## src/hw/rtl/ihc_pkg.sv

```systemverilog
// shared types, constants and codes for the ipv4 header check and classify block
`timescale 1ns / 1ps

package ihc_pkg;

  // depth of the queues between front, back and the result port
  localparam int unsigned QueueDepth = 2;

  // header layout, in 16-bit words from the start of the header
  localparam logic [4:0] WordVerIhl   = 5'd0;
  localparam logic [4:0] WordTotalLen = 5'd1;
  localparam logic [4:0] WordIdent    = 5'd2;
  localparam logic [4:0] WordFlagsOff = 5'd3;
  localparam logic [4:0] WordTtlProto = 5'd4;
  localparam logic [4:0] WordCsum     = 5'd5;
  localparam logic [4:0] WordSrcHi    = 5'd6;
  localparam logic [4:0] WordSrcLo    = 5'd7;
  localparam logic [4:0] WordDstHi    = 5'd8;
  localparam logic [4:0] WordDstLo    = 5'd9;

  // smallest legal header length in 32-bit words
  localparam logic [3:0] IhlMin = 4'd5;

  // protocol numbers
  localparam logic [7:0] ProtoIcmp = 8'd1;
  localparam logic [7:0] ProtoTcp  = 8'd6;
  localparam logic [7:0] ProtoUdp  = 8'd17;

  typedef enum logic [2:0] {
    VerdictBadCsum  = 3'd0,
    VerdictBadLen   = 3'd1,
    VerdictFragment = 3'd2,
    VerdictIcmp     = 3'd3,
    VerdictTcp      = 3'd4,
    VerdictUdp      = 3'd5,
    VerdictOther    = 3'd6
  } verdict_e;

  // one input item
  typedef struct packed {
    logic [15:0] header_word;
    logic        first_word;
  } in_item_t;

  // one result item
  typedef struct packed {
    verdict_e    verdict;
    logic [7:0]  protocol;
    logic [31:0] source_address;
    logic [31:0] dest_address;
    logic [15:0] ident;
    logic [15:0] payload_length;
    logic [12:0] fragment_offset;
    logic        more_fragments;
    logic        flush_reassembly;
  } result_t;

  // finished header as handed from front to back
  typedef struct packed {
    logic        bad_len;
    logic [20:0] sum;
    logic [15:0] rx_csum;
    logic [15:0] total_len;
    logic [15:0] ident;
    logic [15:0] flags_off;
    logic [7:0]  protocol;
    logic [31:0] src;
    logic [31:0] dst;
    logic [4:0]  hdr_words;
  } hdr_rec_t;

endpackage

```

## src/hw/rtl/ipv4_header_check_classify.sv

```systemverilog
// Top level of the ipv4 header check and classify block. Header words enter
// one per clock through the push side while full is low, first_word marking
// the start of each header; the front keeps the ones-complement sum in a
// 21-bit register and captures the fields, a short queue hands the finished
// header to the back, which folds the checksum, classifies the packet and
// queues one result item per completed header (or per header with IHL below
// five, right on its first word). A result passes through the header queue
// and then the result queue, both registered, before it is visible. full
// drops back only as the back drains the internal queue, so with pop held low
// the block keeps taking words until both queues hold QueueDepth headers each.
`timescale 1ns / 1ps

module ipv4_header_check_classify #(
  parameter int unsigned QueueDepth = ihc_pkg::QueueDepth
) (
  input  logic              clk_i,
  input  logic              rst_ni,
  input  logic              push,
  input  ihc_pkg::in_item_t item_i,
  output logic              full,
  input  logic              pop,
  output ihc_pkg::result_t  result_o,
  output logic              empty
);

  localparam int unsigned RecW = $bits(ihc_pkg::hdr_rec_t);
  localparam int unsigned ResW = $bits(ihc_pkg::result_t);

  logic              accept;
  logic              rec_push, rec_full, rec_empty, rec_pop;
  ihc_pkg::hdr_rec_t rec_in, rec_out;
  logic              res_push, res_full;
  ihc_pkg::result_t  res_in;

  // input items are taken while the header queue has room
  assign full   = rec_full;
  assign accept = push && !rec_full;

  ihc_front u_front (
    .clk_i      (clk_i),
    .rst_ni     (rst_ni),
    .accept_i   (accept),
    .item_i     (item_i),
    .rec_push_o (rec_push),
    .rec_o      (rec_in)
  );

  // header queue between front and back
  ihc_fifo #(
    .Width (RecW),
    .Depth (QueueDepth)
  ) u_rec_fifo (
    .clk_i   (clk_i),
    .rst_ni  (rst_ni),
    .push_i  (rec_push),
    .data_i  (rec_in),
    .full_o  (rec_full),
    .pop_i   (rec_pop),
    .data_o  (rec_out),
    .empty_o (rec_empty)
  );

  ihc_back u_back (
    .clk_i       (clk_i),
    .rst_ni      (rst_ni),
    .rec_valid_i (!rec_empty),
    .rec_i       (rec_out),
    .rec_pop_o   (rec_pop),
    .res_full_i  (res_full),
    .res_push_o  (res_push),
    .res_o       (res_in)
  );

  // result queue on the output side
  ihc_fifo #(
    .Width (ResW),
    .Depth (QueueDepth)
  ) u_res_fifo (
    .clk_i   (clk_i),
    .rst_ni  (rst_ni),
    .push_i  (res_push),
    .data_i  (res_in),
    .full_o  (res_full),
    .pop_i   (pop),
    .data_o  (result_o),
    .empty_o (empty)
  );

endmodule

```

## src/hw/rtl/ihc_fifo.sv

```systemverilog
// small first-in first-out queue of fixed-width items
`timescale 1ns / 1ps

module ihc_fifo #(
  parameter int unsigned Width = 1,
  parameter int unsigned Depth = 2
) (
  input  logic             clk_i,
  input  logic             rst_ni,
  input  logic             push_i,
  input  logic [Width-1:0] data_i,
  output logic             full_o,
  input  logic             pop_i,
  output logic [Width-1:0] data_o,
  output logic             empty_o
);

  localparam int unsigned PtrW = (Depth > 1) ? $clog2(Depth) : 1;
  localparam int unsigned CntW = $clog2(Depth + 1);

  logic [Width-1:0] store_q [Depth];
  logic [PtrW-1:0]  wr_ptr_q, wr_ptr_d;
  logic [PtrW-1:0]  rd_ptr_q, rd_ptr_d;
  logic [CntW-1:0]  count_q, count_d;
  logic             do_push, do_pop;

  assign full_o  = (count_q == CntW'(Depth));
  assign empty_o = (count_q == '0);
  assign do_push = push_i && !full_o;
  assign do_pop  = pop_i && !empty_o;
  assign data_o  = store_q[rd_ptr_q];

  // pointer and fill count update
  always_comb begin
    wr_ptr_d = wr_ptr_q;
    rd_ptr_d = rd_ptr_q;
    count_d  = count_q;
    if (do_push) begin
      wr_ptr_d = (wr_ptr_q == PtrW'(Depth - 1)) ? '0 : wr_ptr_q + 1'b1;
    end
    if (do_pop) begin
      rd_ptr_d = (rd_ptr_q == PtrW'(Depth - 1)) ? '0 : rd_ptr_q + 1'b1;
    end
    if (do_push && !do_pop) begin
      count_d = count_q + 1'b1;
    end else if (do_pop && !do_push) begin
      count_d = count_q - 1'b1;
    end
  end

  always_ff @(posedge clk_i or negedge rst_ni) begin
    if (!rst_ni) begin
      wr_ptr_q <= '0;
      rd_ptr_q <= '0;
      count_q  <= '0;
    end else begin
      wr_ptr_q <= wr_ptr_d;
      rd_ptr_q <= rd_ptr_d;
      count_q  <= count_d;
    end
  end

  // storage
  always_ff @(posedge clk_i) begin
    if (do_push) begin
      store_q[wr_ptr_q] <= data_i;
    end
  end

  // fill count stays in range
  a_count_range: assert property (@(posedge clk_i) disable iff (!rst_ni)
    count_q <= CntW'(Depth))
    else $error("queue fill count out of range");

  // a lone push grows the queue by one item
  a_push_grows: assert property (@(posedge clk_i) disable iff (!rst_ni)
    (do_push && !do_pop) |=> (count_q == $past(count_q) + 1'b1))
    else $error("queue did not grow on push");

  // a lone pop shrinks the queue by one item
  a_pop_shrinks: assert property (@(posedge clk_i) disable iff (!rst_ni)
    (do_pop && !do_push) |=> (count_q == $past(count_q) - 1'b1))
    else $error("queue did not shrink on pop");

endmodule

```

## src/hw/rtl/ihc_front.sv

```systemverilog
// front part: walks the header words, keeps the running sum and captures fields
`timescale 1ns / 1ps

module ihc_front (
  input  logic              clk_i,
  input  logic              rst_ni,
  input  logic              accept_i,
  input  ihc_pkg::in_item_t item_i,
  output logic              rec_push_o,
  output ihc_pkg::hdr_rec_t rec_o
);

  logic        in_header_q, in_header_d;
  logic [4:0]  word_index_q, word_index_d;
  logic [4:0]  header_words_q, header_words_d;
  logic [20:0] sum_q, sum_d;
  logic [15:0] rx_csum_q, rx_csum_d;
  logic [15:0] total_len_q, total_len_d;
  logic [15:0] ident_q, ident_d;
  logic [15:0] flags_q, flags_d;
  logic [7:0]  proto_q, proto_d;
  logic [31:0] src_q, src_d;
  logic [31:0] dst_q, dst_d;

  logic        start, active, bad_len, last_word;
  logic [4:0]  idx;
  logic [15:0] w;
  logic [3:0]  ihl;

  assign w      = item_i.header_word;
  assign start  = item_i.first_word;
  assign active = start || in_header_q;
  assign idx    = start ? ihc_pkg::WordVerIhl : word_index_q;
  assign ihl    = w[11:8];

  // field capture and running sum for the current word
  always_comb begin
    header_words_d = start ? '0 : header_words_q;
    sum_d          = start ? '0 : sum_q;
    rx_csum_d      = start ? '0 : rx_csum_q;
    total_len_d    = start ? '0 : total_len_q;
    ident_d        = start ? '0 : ident_q;
    flags_d        = start ? '0 : flags_q;
    proto_d        = start ? '0 : proto_q;
    src_d          = start ? '0 : src_q;
    dst_d          = start ? '0 : dst_q;
    bad_len        = 1'b0;

    if (idx != ihc_pkg::WordCsum) begin
      sum_d = sum_d + {5'd0, w};
    end

    case (idx)
      ihc_pkg::WordVerIhl: begin
        if (ihl < ihc_pkg::IhlMin) begin
          bad_len = 1'b1;
        end
        header_words_d = {ihl, 1'b0};
      end
      ihc_pkg::WordTotalLen: total_len_d   = w;
      ihc_pkg::WordIdent:    ident_d       = w;
      ihc_pkg::WordFlagsOff: flags_d       = w;
      ihc_pkg::WordTtlProto: proto_d       = w[7:0];
      ihc_pkg::WordCsum:     rx_csum_d     = w;
      ihc_pkg::WordSrcHi:    src_d[31:16]  = w;
      ihc_pkg::WordSrcLo:    src_d[15:0]   = w;
      ihc_pkg::WordDstHi:    dst_d[31:16]  = w;
      ihc_pkg::WordDstLo:    dst_d[15:0]   = w;
      default: ;
    endcase
  end

  assign last_word = bad_len || (({1'b0, idx} + 6'd1) >= {1'b0, header_words_d});

  // header tracking
  always_comb begin
    in_header_d  = in_header_q;
    word_index_d = word_index_q;
    if (accept_i && active) begin
      in_header_d  = !last_word;
      word_index_d = last_word ? idx : idx + 5'd1;
    end
  end

  // finished header record
  always_comb begin
    rec_push_o = accept_i && active && last_word;
    rec_o      = '0;
    rec_o.bad_len = bad_len;
    if (!bad_len) begin
      rec_o.sum       = sum_d;
      rec_o.rx_csum   = rx_csum_d;
      rec_o.total_len = total_len_d;
      rec_o.ident     = ident_d;
      rec_o.flags_off = flags_d;
      rec_o.protocol  = proto_d;
      rec_o.src       = src_d;
      rec_o.dst       = dst_d;
      rec_o.hdr_words = header_words_d;
    end
  end

  always_ff @(posedge clk_i or negedge rst_ni) begin
    if (!rst_ni) begin
      in_header_q    <= 1'b0;
      word_index_q   <= '0;
      header_words_q <= '0;
      sum_q          <= '0;
      rx_csum_q      <= '0;
      total_len_q    <= '0;
      ident_q        <= '0;
      flags_q        <= '0;
      proto_q        <= '0;
      src_q          <= '0;
      dst_q          <= '0;
    end else begin
      in_header_q  <= in_header_d;
      word_index_q <= word_index_d;
      if (accept_i && active) begin
        header_words_q <= header_words_d;
        sum_q          <= sum_d;
        rx_csum_q      <= rx_csum_d;
        total_len_q    <= total_len_d;
        ident_q        <= ident_d;
        flags_q        <= flags_d;
        proto_q        <= proto_d;
        src_q          <= src_d;
        dst_q          <= dst_d;
      end
    end
  end

endmodule

```

## src/hw/rtl/ihc_back.sv

```systemverilog
// back part: folds the checksum, classifies the header and forms the result item
`timescale 1ns / 1ps

module ihc_back (
  input  logic              clk_i,
  input  logic              rst_ni,
  input  logic              rec_valid_i,
  input  ihc_pkg::hdr_rec_t rec_i,
  output logic              rec_pop_o,
  input  logic              res_full_i,
  output logic              res_push_o,
  output ihc_pkg::result_t  res_o
);

  logic [16:0] fold1;
  logic [15:0] fold2;
  logic [15:0] calc_csum;
  logic [5:0]  hdr_bytes;
  logic        csum_ok, frag;

  // move one record per cycle while the result queue has room
  assign rec_pop_o  = rec_valid_i && !res_full_i;
  assign res_push_o = rec_pop_o;

  // ones-complement fold of the running sum
  assign fold1     = {12'd0, rec_i.sum[20:16]} + {1'b0, rec_i.sum[15:0]};
  assign fold2     = fold1[15:0] + {15'd0, fold1[16]};
  assign calc_csum = ~fold2;
  assign csum_ok   = (calc_csum == rec_i.rx_csum);
  assign frag      = (rec_i.flags_off[13:0] != '0);
  assign hdr_bytes = {rec_i.hdr_words, 1'b0};

  // verdict and result fields
  always_comb begin
    res_o = '0;
    if (rec_i.bad_len) begin
      res_o.verdict = ihc_pkg::VerdictBadLen;
    end else begin
      res_o.protocol        = rec_i.protocol;
      res_o.source_address  = rec_i.src;
      res_o.dest_address    = rec_i.dst;
      res_o.ident           = rec_i.ident;
      res_o.fragment_offset = rec_i.flags_off[12:0];
      res_o.more_fragments  = rec_i.flags_off[13];
      if (rec_i.total_len >= {10'd0, hdr_bytes}) begin
        res_o.payload_length = rec_i.total_len - {10'd0, hdr_bytes};
      end
      if (!csum_ok) begin
        res_o.verdict = ihc_pkg::VerdictBadCsum;
      end else if (frag) begin
        res_o.verdict = ihc_pkg::VerdictFragment;
      end else begin
        res_o.flush_reassembly = 1'b1;
        case (rec_i.protocol)
          ihc_pkg::ProtoIcmp: res_o.verdict = ihc_pkg::VerdictIcmp;
          ihc_pkg::ProtoTcp:  res_o.verdict = ihc_pkg::VerdictTcp;
          ihc_pkg::ProtoUdp:  res_o.verdict = ihc_pkg::VerdictUdp;
          default:            res_o.verdict = ihc_pkg::VerdictOther;
        endcase
      end
    end
  end

  // flush is raised only for a deliverable packet
  a_flush_deliver: assert property (@(posedge clk_i) disable iff (!rst_ni)
    (res_push_o && res_o.flush_reassembly) |->
      (res_o.verdict == ihc_pkg::VerdictIcmp || res_o.verdict == ihc_pkg::VerdictTcp ||
       res_o.verdict == ihc_pkg::VerdictUdp || res_o.verdict == ihc_pkg::VerdictOther))
    else $error("flush raised on a packet that is not delivered");

  // payload length never exceeds the total length
  a_payload_len: assert property (@(posedge clk_i) disable iff (!rst_ni)
    res_push_o |-> (res_o.payload_length <= rec_i.total_len))
    else $error("payload length above total length");

  // a short header length gives a bare bad-length item
  a_bad_len_bare: assert property (@(posedge clk_i) disable iff (!rst_ni)
    (res_push_o && rec_i.bad_len) |->
      (res_o.verdict == ihc_pkg::VerdictBadLen && !res_o.flush_reassembly))
    else $error("bad-length item carries a wrong verdict or flush");

endmodule

```

## config.mk

```make
export PLATFORM = sky130hd
export DESIGN_NAME = ipv4_header_check_classify
export DESIGN_NICKNAME = d
export VERILOG_FILES = /design/src/hw/rtl/ihc_pkg.sv /design/src/hw/rtl/ipv4_header_check_classify.sv /design/src/hw/rtl/ihc_fifo.sv /design/src/hw/rtl/ihc_front.sv /design/src/hw/rtl/ihc_back.sv
export SDC_FILE = /design/constraint.sdc
export NUM_CORES = 1
export LEC_CHECK = 0
export BUFFER_PORTS_ARGS = -buffer_cell sky130_fd_sc_hd__buf_2
export CORE_MARGIN = 4
export CORE_UTILIZATION = 52
export CTS_CLUSTER_DIAMETER = 200
export CTS_CLUSTER_SIZE = 30
export DETAILED_ROUTE_END_ITERATION = 16
export PLACE_DENSITY_LB_ADDON = 0.08
export SLEW_MARGIN = 20
export SYNTH_ARGS = -nofsm -noshare
export SYNTH_HDL_FRONTEND = slang
export SYNTH_SLANG_ARGS = --single-unit
```

## constraint.sdc

```tcl
create_clock -name clk_i -period 40.6 [get_ports clk_i]
set_clock_uncertainty 0.15 [all_clocks]
set_input_delay 4.06 -clock clk_i [delete_from_list [all_inputs] [get_ports clk_i]]
set_output_delay 4.06 -clock clk_i [all_outputs]
set_load 0.01 [all_outputs]
```

* After elaboration in Yosys (flattened, before gate mapping)
Memory sizes are Yosys's and may differ from the RTL's.
Cells that the tools add are included.
** Storage, ports and cells
- Input port bits :: 21
- Output and inout bits :: 124
- Logic and storage cells :: 127
- Memories kept :: 2
- RAM bits :: 570
- Bits in registers :: 176
** Memories
- u_rec_fifo.store_q :: words 2, bits a word 163, read ports 1, clocked after memory_dff 0, write ports 1, line ihc_fifo.sv:21 : logic [Width-1:0] store_q [Depth];
- u_res_fifo.store_q :: words 2, bits a word 122, read ports 1, clocked after memory_dff 0, write ports 1, line ihc_fifo.sv:21
** Operators by class
- Muxes and demuxes :: 45
- Add/subtract/negate cells :: 14
- Bitwise operators :: 1
- Reduce and logical (&&, ||, !) cells :: 29
- Order comparisons :: 3
- Eq/ne operators :: 16
** Operators with widths (count)
- $mux W16 :: 13
- $mux W162 :: 1
- $mux W119 :: 1
- $mux W32 :: 2
- $mux W21 :: 2
- $add A21 B16 Y21 :: 1
- $eq A5 B3 Y1 const B :: 4
- $mux W5 :: 4
- $add A5 B16 Y17 :: 1
- $add A16 B1 Y16 :: 1
- $eq A16 B16 Y1 :: 1
- $ge A16 B6 Y1 :: 1
- $mux W8 :: 2
- $not A16 Y16 :: 1
- $sub A16 B6 Y16 :: 1
- $reduce_bool A14 Y1 :: 1
- $logic_and A1 B1 Y1 :: 12
- $mux W1 :: 12
- $eq A5 B2 Y1 const B :: 2
- $eq A5 B4 Y1 const B :: 2
- $logic_not A1 Y1 :: 9
- $mux W3 :: 3
- $pmux W3 S3 :: 1
- $eq A8 B1 Y1 const B :: 1
- other kinds (17) :: 29

* Logic depth before layout (Yosys ltp)
Gate-level depths: netlist (run 1).
- Depth in word-level cells :: 11
- Gate-level depth with buffers :: 27
- Depth with buffers taken out :: 17

* Modules after synthesis
From an unflattened synthesis (run 1), not the netlist that was laid out.
** Second synthesis, totals
- Cells, all modules :: 2467
- Area, all modules :: 34236.6 um2
** By module, submodules not included
- ihc_fifo at u_rec_fifo :: area an instance 12041.5 um2, cells an instance 526, times used 1, seq. area each 9889.5 um2
- ihc_front :: area an instance 10342.4 um2, cells an instance 1174, times used 1, seq. area each 4204.0 um2
- ihc_fifo at u_res_fifo :: area an instance 9290.2 um2, cells an instance 399, times used 1, seq. area each 7427.1 um2
- ihc_back :: area an instance 2544.9 um2, cells an instance 366, times used 1, seq. area each 0.0 um2
- ipv4_header_check_classify :: area an instance 17.5 um2, cells an instance 2, times used 1, seq. area each 0.0 um2

* Worst setup path before layout (run 1)
No wires, ideal clock.
- Path kind :: in2reg
- Start point :: in item_i[0] (netlist name)
- End point :: mem u_rec_fifo.store_q[0][0] (netlist name) (enable)
- Data required time :: 39.572 ns
- Data arrival time :: 17.791 ns
- Library setup time :: 0.878 ns
- Cell stages on the path :: 17
- Path buffers :: 5
- Setup slack :: 21.780 ns
- Path through :: clkbuf_1 -> clkbuf_1 -> clkbuf_1 -> clkbuf_1 -> nand2b_1 -> ha_1 -> clkbuf_1 -> nand2_1 -> and3b_1 -> a31oi_1 -> ha_1 -> a21oi_1 -> nor2b_1 -> o21ai_0 -> nand2b_1 -> a2111oi_0 -> nor3_1
** On the way
- Cells in the longest elaborated chain, start to end :: 9
- Elaborated cells between the ends (all ways) :: 14
- Those cells by class :: add/sub (1); order compare (1); mux (6); reduce/logical (6)
** Ends and longest elaborated chain
- start, declared :: line ipv4_header_check_classify.sv:19 : input ihc_pkg::in_item_t item_i,
- branches (longest 5 deep; another with $add A5 B1 Y6)
- $logic_and A1 B1 Y1 (*) :: line ihc_front.sv:87 : rec_push_o = accept_i && active && last_word;
- $logic_and A1 B1 Y1 (*) :: line ihc_fifo.sv:29 : assign do_push = push_i && !full_o;
- $mux W1 (*) :: line ihc_fifo.sv:65 : if (do_push) begin
- $mux W1 (implied by the code) (*) :: line ihc_fifo.sv:66 : store_q[wr_ptr_q] <= data_i;
- end, declared :: line ihc_fifo.sv:21
Every way passes the cells marked *.

* Final worst setup path (run 1)
- Start point :: in item_i[0] (netlist name)
- End point :: mem u_rec_fifo.store_q[1][99] (netlist name) (enable)
** On the way
- Cells in the longest elaborated chain, start to end :: 9
- Elaborated cells between the ends (all ways) :: 14
- Those cells by class :: add/sub (1); order compare (1); mux (6); reduce/logical (6)
** Ends and longest elaborated chain
- branches (longest 5 deep; another with $add A5 B1 Y6)
- $logic_and A1 B1 Y1 (*) :: line ihc_front.sv:87
- $logic_and A1 B1 Y1 (*) :: line ihc_fifo.sv:29
- via u_rec_fifo.do_push :: line ihc_fifo.sv:25 : logic do_push, do_pop;
- $mux W1 (*) :: line ihc_fifo.sv:65
- $mux W1 (implied by the code) (*) :: line ihc_fifo.sv:66
Mark *: on every way through the listed nets, which the timed path passes.

==> results.md, run 1 <==
- VDD IR max: 0.00004931 V
- CP Class: input port to flip-flop
- PortBufs: 144
- Sequential area share after synthesis: 0.6483
- Total CTS buffers: 28
- Final WS setup: approximately 32 ns
- Hold Crit Class: flip-flop to flip-flop
- Post-CTS setup buffers: 0
- PD cells: 71.67 mW/mm^2
- Largest net degree at the start of global routing: 96
- Worst slew margin: 0.2042
- CP max stage delay: 0.86 ns
- Commonest cells post-synth: 566 x edfxtp_1, 215 x nor2_1, 178 x a21oi_1
- Boundary pin count: 145
- Clk pin slew, worst setup/hold paths: 0.12 ns
- Area occupied by multi-input gates: 0.01092 sq mm
- WL final: between 70,000 and 80,000 um
- Post-Syn Instances: 2,454
- Storage cell area: 0.02136 sq mm
- Syn Nets: 2,517
- Drt pass-1 iters: 6
- Core Footprint: 0.06217 sq mm
- CP most frequent cell: buf_4
- Synth Area per Inst: approximately 13 sq um
- ANT nets after route: 0
- Crit path time final: 9.021 ns
- Clock Sinks: 740
- Worst path slowest cell: buf_4
- Via count: 19,660
- Post-synth EDFFs: 566
- Hold Vio Cnt, Final: 0
- Layout cell share with drive strength beyond 1: 0.1609
- GPL Wtd Cong: ~0.87
- Total power: 2.521 mW
- Post-Syn Area: between 0.03 and 0.04 sq mm
- Crit path DAT: 9.11 ns
- Final net count: 2,547
- Max cap viols: 0
- Setup_tns: 0 ns
- Die area: ~0.067 sq mm
- Avg Vias per Cell: 5.882
- Critical Path Sink Type: flip-flop
- Path depth of the worst reg2reg path: 15
- Pre-CTS setup slack: 30.76 ns
- Initial Util: 0.5297
- Chip width: around 260 um
- Slew @ Worst Pin: about 1.2 ns
- # diodes: 0
- CP Max Fanout: 68
- Residual DRC: 0
- Global-route wire length before repair: between 100,000 and 150,000 um
- Final Setup Violations: 0
- Leakage Power: 13.13 nW
- Count leader, synth: edfxtp_1
- Biggest area consumer among synthesized cells: edfxtp_1
- Max Root-Sink Buffers: 3
- DRT iter0 DRCs: 1,702
- Vias in the first global route: 19,560
- Synth Warn #: 0
- Critical Path RT: 40.69 ns
- RSZ-0062 raised after global routing: no
- Ys async rst share: 0.2351
- Cells along the critical path: buf_4, nand2b_1, ha_1, nand2_1, and3b_1, a31oi_1, ha_1, a21oi_1, nor2b_1, o21ai_0, nand2b_1, a2111oi_1, buf_4, nor2_1, and2_4, buf_4, buf_4
- Yosys top cell area share: 0.5161
- Layout area overhead: 6.820%
- Status: completed
- Non-Filler Instances: 3,342
- Die Height: around 260 um
- GRT overflow: 0
- Final period util: 0.2222
- Rows: 91
- Gates resized, CTS repair: 0
- Hold_buf cts: 0
- Unique masters post-synth: 75
- Initial antenna violation count: 2
- Fin. max-slew vios: 0
- Synth Flop Type: edfxtp_1
- CTS tree: built
- Overall Global Routing Usage: 0.2139
- Per-cell routed wire length: about 22 um
- Filler cell count: 5,026
- H-tree level count: 1
- Seq cells post-synth: 740
- Root buf cell: clkbuf_16
- Dpl hpwl: between 40,000 and 50,000 um
- Peak Freq: 110.9 MHz
- Worst hold stages: 1
- Crit start category: input port
- Clk_lat worst skew: 0.62 ns
- DP Cell Count: 3,290
- Largest cells by area after synthesis: edfxtp_1 52%, dfrtp_1 13%, mux2_2 5.4%, mux2i_1 4.2%, a22o_1 3.7%
-- sequential cells by signal, indices dropped and copies added (netlist names), 2 cells and up --
signal                  flops
u_rec_fifo.store_q        322
u_res_fifo.store_q        244
u_front.dst_q              32
u_front.src_q              32
u_front.sum_q              21
u_front.ident_q            16
u_front.rx_csum_q          16
u_front.total_len_q        16
u_front.flags_q            14
u_front.proto_q             8
u_front.header_words_q      5
u_front.word_index_q        5
u_rec_fifo.count_q          2
u_res_fifo.count_q          2
-- cell families after synthesis --
group / after synthesis / synth area share
AOI/OAI and AO/OA: 437 / 0.09119
adders and majority gates: 42 / 0.01664
xor gates and xnor gates: 70 / 0.01903
DFF: 740 / 0.6483
and+or+nand+nor: 676 / 0.1049
muxes: 299 / 0.09734
buffers and inverters: 190 / 0.02257
-- path summary, 6_finish.rpt --
| kind | from | end | slack [ns] |
|---|---|---|---|
| setup / recovery | item_i[0] | u_rec_fifo.store_q[1][99] | 31.58 |
| hold / removal | u_front.in_header_q | u_front.in_header_q | 0.35 |
| setup reg to reg | u_rec_fifo.rd_ptr_q | u_res_fifo.store_q[1][119] | 34.19 |
| hold reg to reg | u_front.in_header_q | u_front.in_header_q | 0.35 |
| max in group asynchronous | rst_ni | u_front.src_q[31] | 35.75 |
| min in group asynchronous | rst_ni | u_res_fifo.count_q[1] | 3.18 |
-- layout by cell type (no fill, tap or decap), drive strengths merged, types with 50 or more instances in the layout --
cell type and n:
nand2 174, edfxtp 566, a22o 139, clkbuf 50
nor2 215, a21oi 179, dfrtp 174, mux2 160
nand3b 105, buf 175, mux2i 139
-- report_power, final --
group | internal, mW | leakage, nW | switching (mW)
clock | 0.137 | 0.388 | 0.218
combinational | 0.379 | 5.07 | 0.579
sequential | 1.13 | 7.68 | 0.0787
total | 1.65 | 13.1 | 0.876
-- per-stage QoR --
stage	cell area (sq um)	utilization	hold WS, ns
2_1_floorplan	32930	-	0.2922
3_3_place_gp	34280	0.5515	0.3085
3_5_place_dp	34300	0.5517	0.3206
4_1_cts	35110	0.5648	0.3496
5_1_grt	35180	0.5659	0.3700
6_report	35180	0.5659	0.3451
-- per-layer routing --
metal | part of all wire | routed length (um) | global-route usage | vias up
met2 | 0.49 | 36040 | 0.3621 | 527
met5 | 0 | 0 | 0 | -
met1 | 0.44 | 32660 | 0.3085 | 9920
met3 | 0.049 | 3582 | 0.02240 | 67
met4 | 0.015 | 1120 | 0.03508 | 0
li1 | - | - | - | 9143
-- worst max-delay path, delay by kind of cell --
| family | cells | cell delay (ns) |
|---|---|---|
| buf+inv | 4 | 2.13 |
| compound gates | 4 | 0.49 |
| simple gates | 7 | 1.68 |
| fa+ha+maj | 2 | 0.58 |
-- cell type report --
cell class,instances,share of cell area
Tap cell,837,0.02977
Inverter,15,0.001601
Clock buffer,50,0.02287
Clock inverter,1,0.0003201
Sequential cell,740,0.6071
Timing Repair Buffer,175,0.02792
Multi-Input combinational cell,1524,0.3104
(Power assumes the default switching activity.)
==> run 2: changes to the inputs <==
--- a/config.mk
+++ b/config.mk
@@ -5,6 +5,7 @@
 export SDC_FILE = /design/constraint.sdc
 export NUM_CORES = 1
 export LEC_CHECK = 0
+export ABC_AREA = 1
 export BUFFER_PORTS_ARGS = -buffer_cell sky130_fd_sc_hd__buf_2
 export CORE_MARGIN = 4
 export CORE_UTILIZATION = 52
==> constraint.sdc (replaced) <==
create_clock -name clk_i -period 7.87 [get_ports clk_i]
set_clock_uncertainty 0.15 [all_clocks]
set_input_delay 0.787 -clock clk_i [delete_from_list [all_inputs] [get_ports clk_i]]
set_output_delay 0.787 -clock clk_i [all_outputs]
set_load 0.01 [all_outputs]
==> results.md, run 2 <==
- Status: completed
- Sequential area share after synthesis: 0.6375
- Gates resized, CTS repair: 0
- Crit start category: flip-flop
- RSZ-0062 raised after global routing: no
- Clk_lat worst skew: 0.65 ns
- Hold_buf cts: 0
- Vias in the first global route: between 20,000 and 25,000
- Int Pwr: between 7 and 8 mW
- Peak Freq: 169.7 MHz
- WL final: 78,640 um
- Clk pin slew, worst setup/hold paths: approximately 0.11 ns
- Reg-to-reg endpoint: u_res_fifo.store_q[1][120]
- Boundary pin count: approximately 150
- Largest cells by area after synthesis: edfxtp_1 51%, dfrtp_1 13%, nand2_1 13%, o21ai_0 5.2%, inv_1 4.0%
- PortBufs: 144
- Die area: 0.06853 sq mm
- Final WS setup: just under 2 ns
- Post-CTS setup buffers: 0
- Rows: 92
- NetSw: 5.090 mW
- Synth Warn #: 0
- Post-Syn Area: 0.03349 sq mm
- Ys async rst share: 0.2351
- Clock Sinks: 740
- FF-to-FF Start: u_rec_fifo.rd_ptr_q
- CP Class: flip-flop to flip-flop
- Reg power frac: 0.470
- Dpl hpwl: 48,930 um
- Root buf cell: clkbuf_16
- GR peak layer: met2
- Slew @ Worst Pin: 1.085 ns
- GRT met1 Usage: 0.3137
- Overall Global Routing Usage: 0.2291
- Hold Vio Cnt, Final: 0
- Critical Path RT: 8.11 ns
- Global-route wire length before repair: approximately 120,000 um
- Largest regs: u_rec_fifo.store_q x322, u_res_fifo.store_q x244
- Post-synth EDFFs: around 570
- Fin. max-slew vios: 0
- Total CTS buffers: 28
- Layout area overhead: 6.680%
- Die Height: roughly 260 um
- CP Max Fanout: 60
- Crit path time final: 5.892 ns
- Critical Path Sink Type: flip-flop
- Initial antenna violation count: 6
- Path depth of the worst reg2reg path: 24
- Unique masters post-synth: 51
- GPL Wtd Cong: 0.9144
- Max Root-Sink Buffers: 3
- Most common cell after layout, fill and taps aside: nand2_1
- Max cap viols: 0
- Leakage Power: 15.39 nW
- Part of the power in combinational logic: 0.387
- Largest register FFs: 322
- Final period util: 0.7487
- Most flops, register: u_rec_fifo.store_q
- Syn Nets: 3,529
- Final Setup Violations: 0
- Clk pwr share: 0.143
- Per-cell routed wire length: 18.00 um
- Post-Syn Instances: between 3,000 and 4,000
- Largest net degree at the start of global routing: roughly 120
- Via count: 23,310
- Commonest cells post-synth: 1,119 x nand2_1, 566 x edfxtp_1, 354 x inv_1
- Worst slew margin: 0.2752
- Net Sw Frac: 0.3933
- Pre-CTS setup slack: between 1.5 and 2 ns
- PD cells: between 300 and 400 mW/mm^2
- Layout cell share with drive strength beyond 1: 0.07472
- Final net count: 3,561
- Core Footprint: roughly 0.063 sq mm
- Crit path DAT: around 6 ns
- Filler cell count: between 5,000 and 6,000
- Yosys top cell area share: 0.5075
- Biggest area consumer among synthesized cells: edfxtp_1
- Met3 Usage GRT: 0.02380
- Most frequent cells in the layout: 1,116 x nand2_1, 566 x edfxtp_1, 354 x inv_1, 347 x o21ai_0, 273 x nor2_1
- Initial Util: 0.5280
- Flop-to-flop setup slack: 1.98 ns
- Avg Vias per Cell: 5.334
- VDD IR max: between 0.0002 and 0.00025 V
- Synth Flop Type: edfxtp_1
- Chip width: 261.8 um
- Hold Crit Class: input port to asynchronous set/reset pin
- H-tree level count: 1
- Setup_tns: 0 ns
- ANT nets after route: 0
- Drt pass-1 iters: 6
- Met2 Use GR: 0.3917
- Count leader, synth: nand2_1
- Seq cells post-synth: 740
- CTS tree: built
- Synth Area per Inst: 9.663 sq um
- Residual DRC: 0
- DRT iter0 DRCs: between 1,500 and 2,000
- GRT overflow: 0
[run 2: cell count changes in the layout (fill, tap and decap cells not counted), sizes merged, moves of 150 or more]
cell / change
nand2: +956
inv: +345
o21ai: +312
nand3: +183
mux2: -160
a21oi: -150
[run 2: area by class of cell]
cell class | count | area (sq um) | share of cell area
Sequential cell | 740 | 21360 | 0.5978
Antenna cell | 4 | 10.01 | 0.0002802
Inverter | 364 | 1379 | 0.03859
Clock buffer | 50 | 783.3 | 0.02192
Timing Repair Buffer | 170 | 963.4 | 0.02697
Multi-Input combinational cell | 2194 | 10150 | 0.2840
Tap cell | 846 | 1059 | 0.02963
Clock inverter | 2 | 27.53 | 0.0007704
[run 2: worst max-delay path, stage by stage (launching register included)]
cell and delay [ns]:
dfrtp_4 0.97, clkinv_2 0.99, nand2_1 0.26, nand2_1 0.08, ha_1 0.39, nand3_1 0.15, nand2_1 0.15, nand2_2 0.10
nand2_4 0.11, nand3_1 0.14, nor2_1 0.16, ha_1 0.19, ha_1 0.18, inv_1 0.05, nor2_1 0.13, nand3_1 0.12
nor2_1 0.15, nand2_1 0.09, nor2_1 0.14, nand4_1 0.15, o21ai_0 0.19, nand2_1 0.08, nand2_1 0.18, inv_2 0.08
and3_1 0.20
[run 2: layer usage]
metal / up-vias / wire length [um]
met1: 11260 / 34760
met5: - / 0
li1: 11340 / -
met4: 0 / 2292
met3: 105 / 3841
met2: 611 / 37750
[run 2: metrics by stage]
stage                     hold WS (ns)  cell area (sq um)  utilization  instances  power [mW]
after floorplan                 0.2991              33500            -       3466       9.632
after CTS                      0.03324              35710       0.5630       4366       13.08
final                          0.01454              35730       0.5633       4370       12.94
after detailed placement        0.3235              34900       0.5502       4314       11.26
after global placement          0.3161              34900       0.5502       4314       11.13
after global routing           0.05288              35720       0.5631       4366       13.92
[run 2: worst max-delay path by stage]
stage,start,end,slack [ns]
5_1_grt,u_rec_fifo.rd_ptr_q,u_res_fifo.store_q[0][121],1.34
2_1_floorplan,item_i[0],u_rec_fifo.store_q[1][0],-0.16
3_5_place_dp,u_rec_fifo.rd_ptr_q,u_res_fifo.store_q[1][120],1.95
4_1_cts,u_rec_fifo.rd_ptr_q,u_res_fifo.store_q[0][120],1.92
6_report,u_rec_fifo.rd_ptr_q,u_res_fifo.store_q[1][120],1.98
3_3_place_gp,u_rec_fifo.rd_ptr_q,u_res_fifo.store_q[0][121],2.13
[run 2: cells by family after synthesis]
| family | after synthesis | synth area share |
|---|---|---|
| flip-flops | 740 | 0.6375 |
| AND/OR/NAND/NOR | 1671 | 0.2015 |
| buffers and inverters | 532 | 0.06112 |
| XOR/XNOR | 39 | 0.01020 |
| multiplexers | 35 | 0.01046 |
| adder cells (fa/ha/maj) | 42 | 0.01636 |
| AO/OA/AOI/OAI | 407 | 0.06288 |
[run 2: power by group through the flow]
stage / registers, mW / logic (mW) / clock network (mW)
global placement: 6.14 / 4.99 / 0
finish: 6.08 / 5.01 / 1.85
floorplan: 6.16 / 3.47 / 0
CTS: 6.09 / 5.09 / 1.90
global route: 6.19 / 5.69 / 2.03
detailed placement: 6.18 / 5.08 / 0
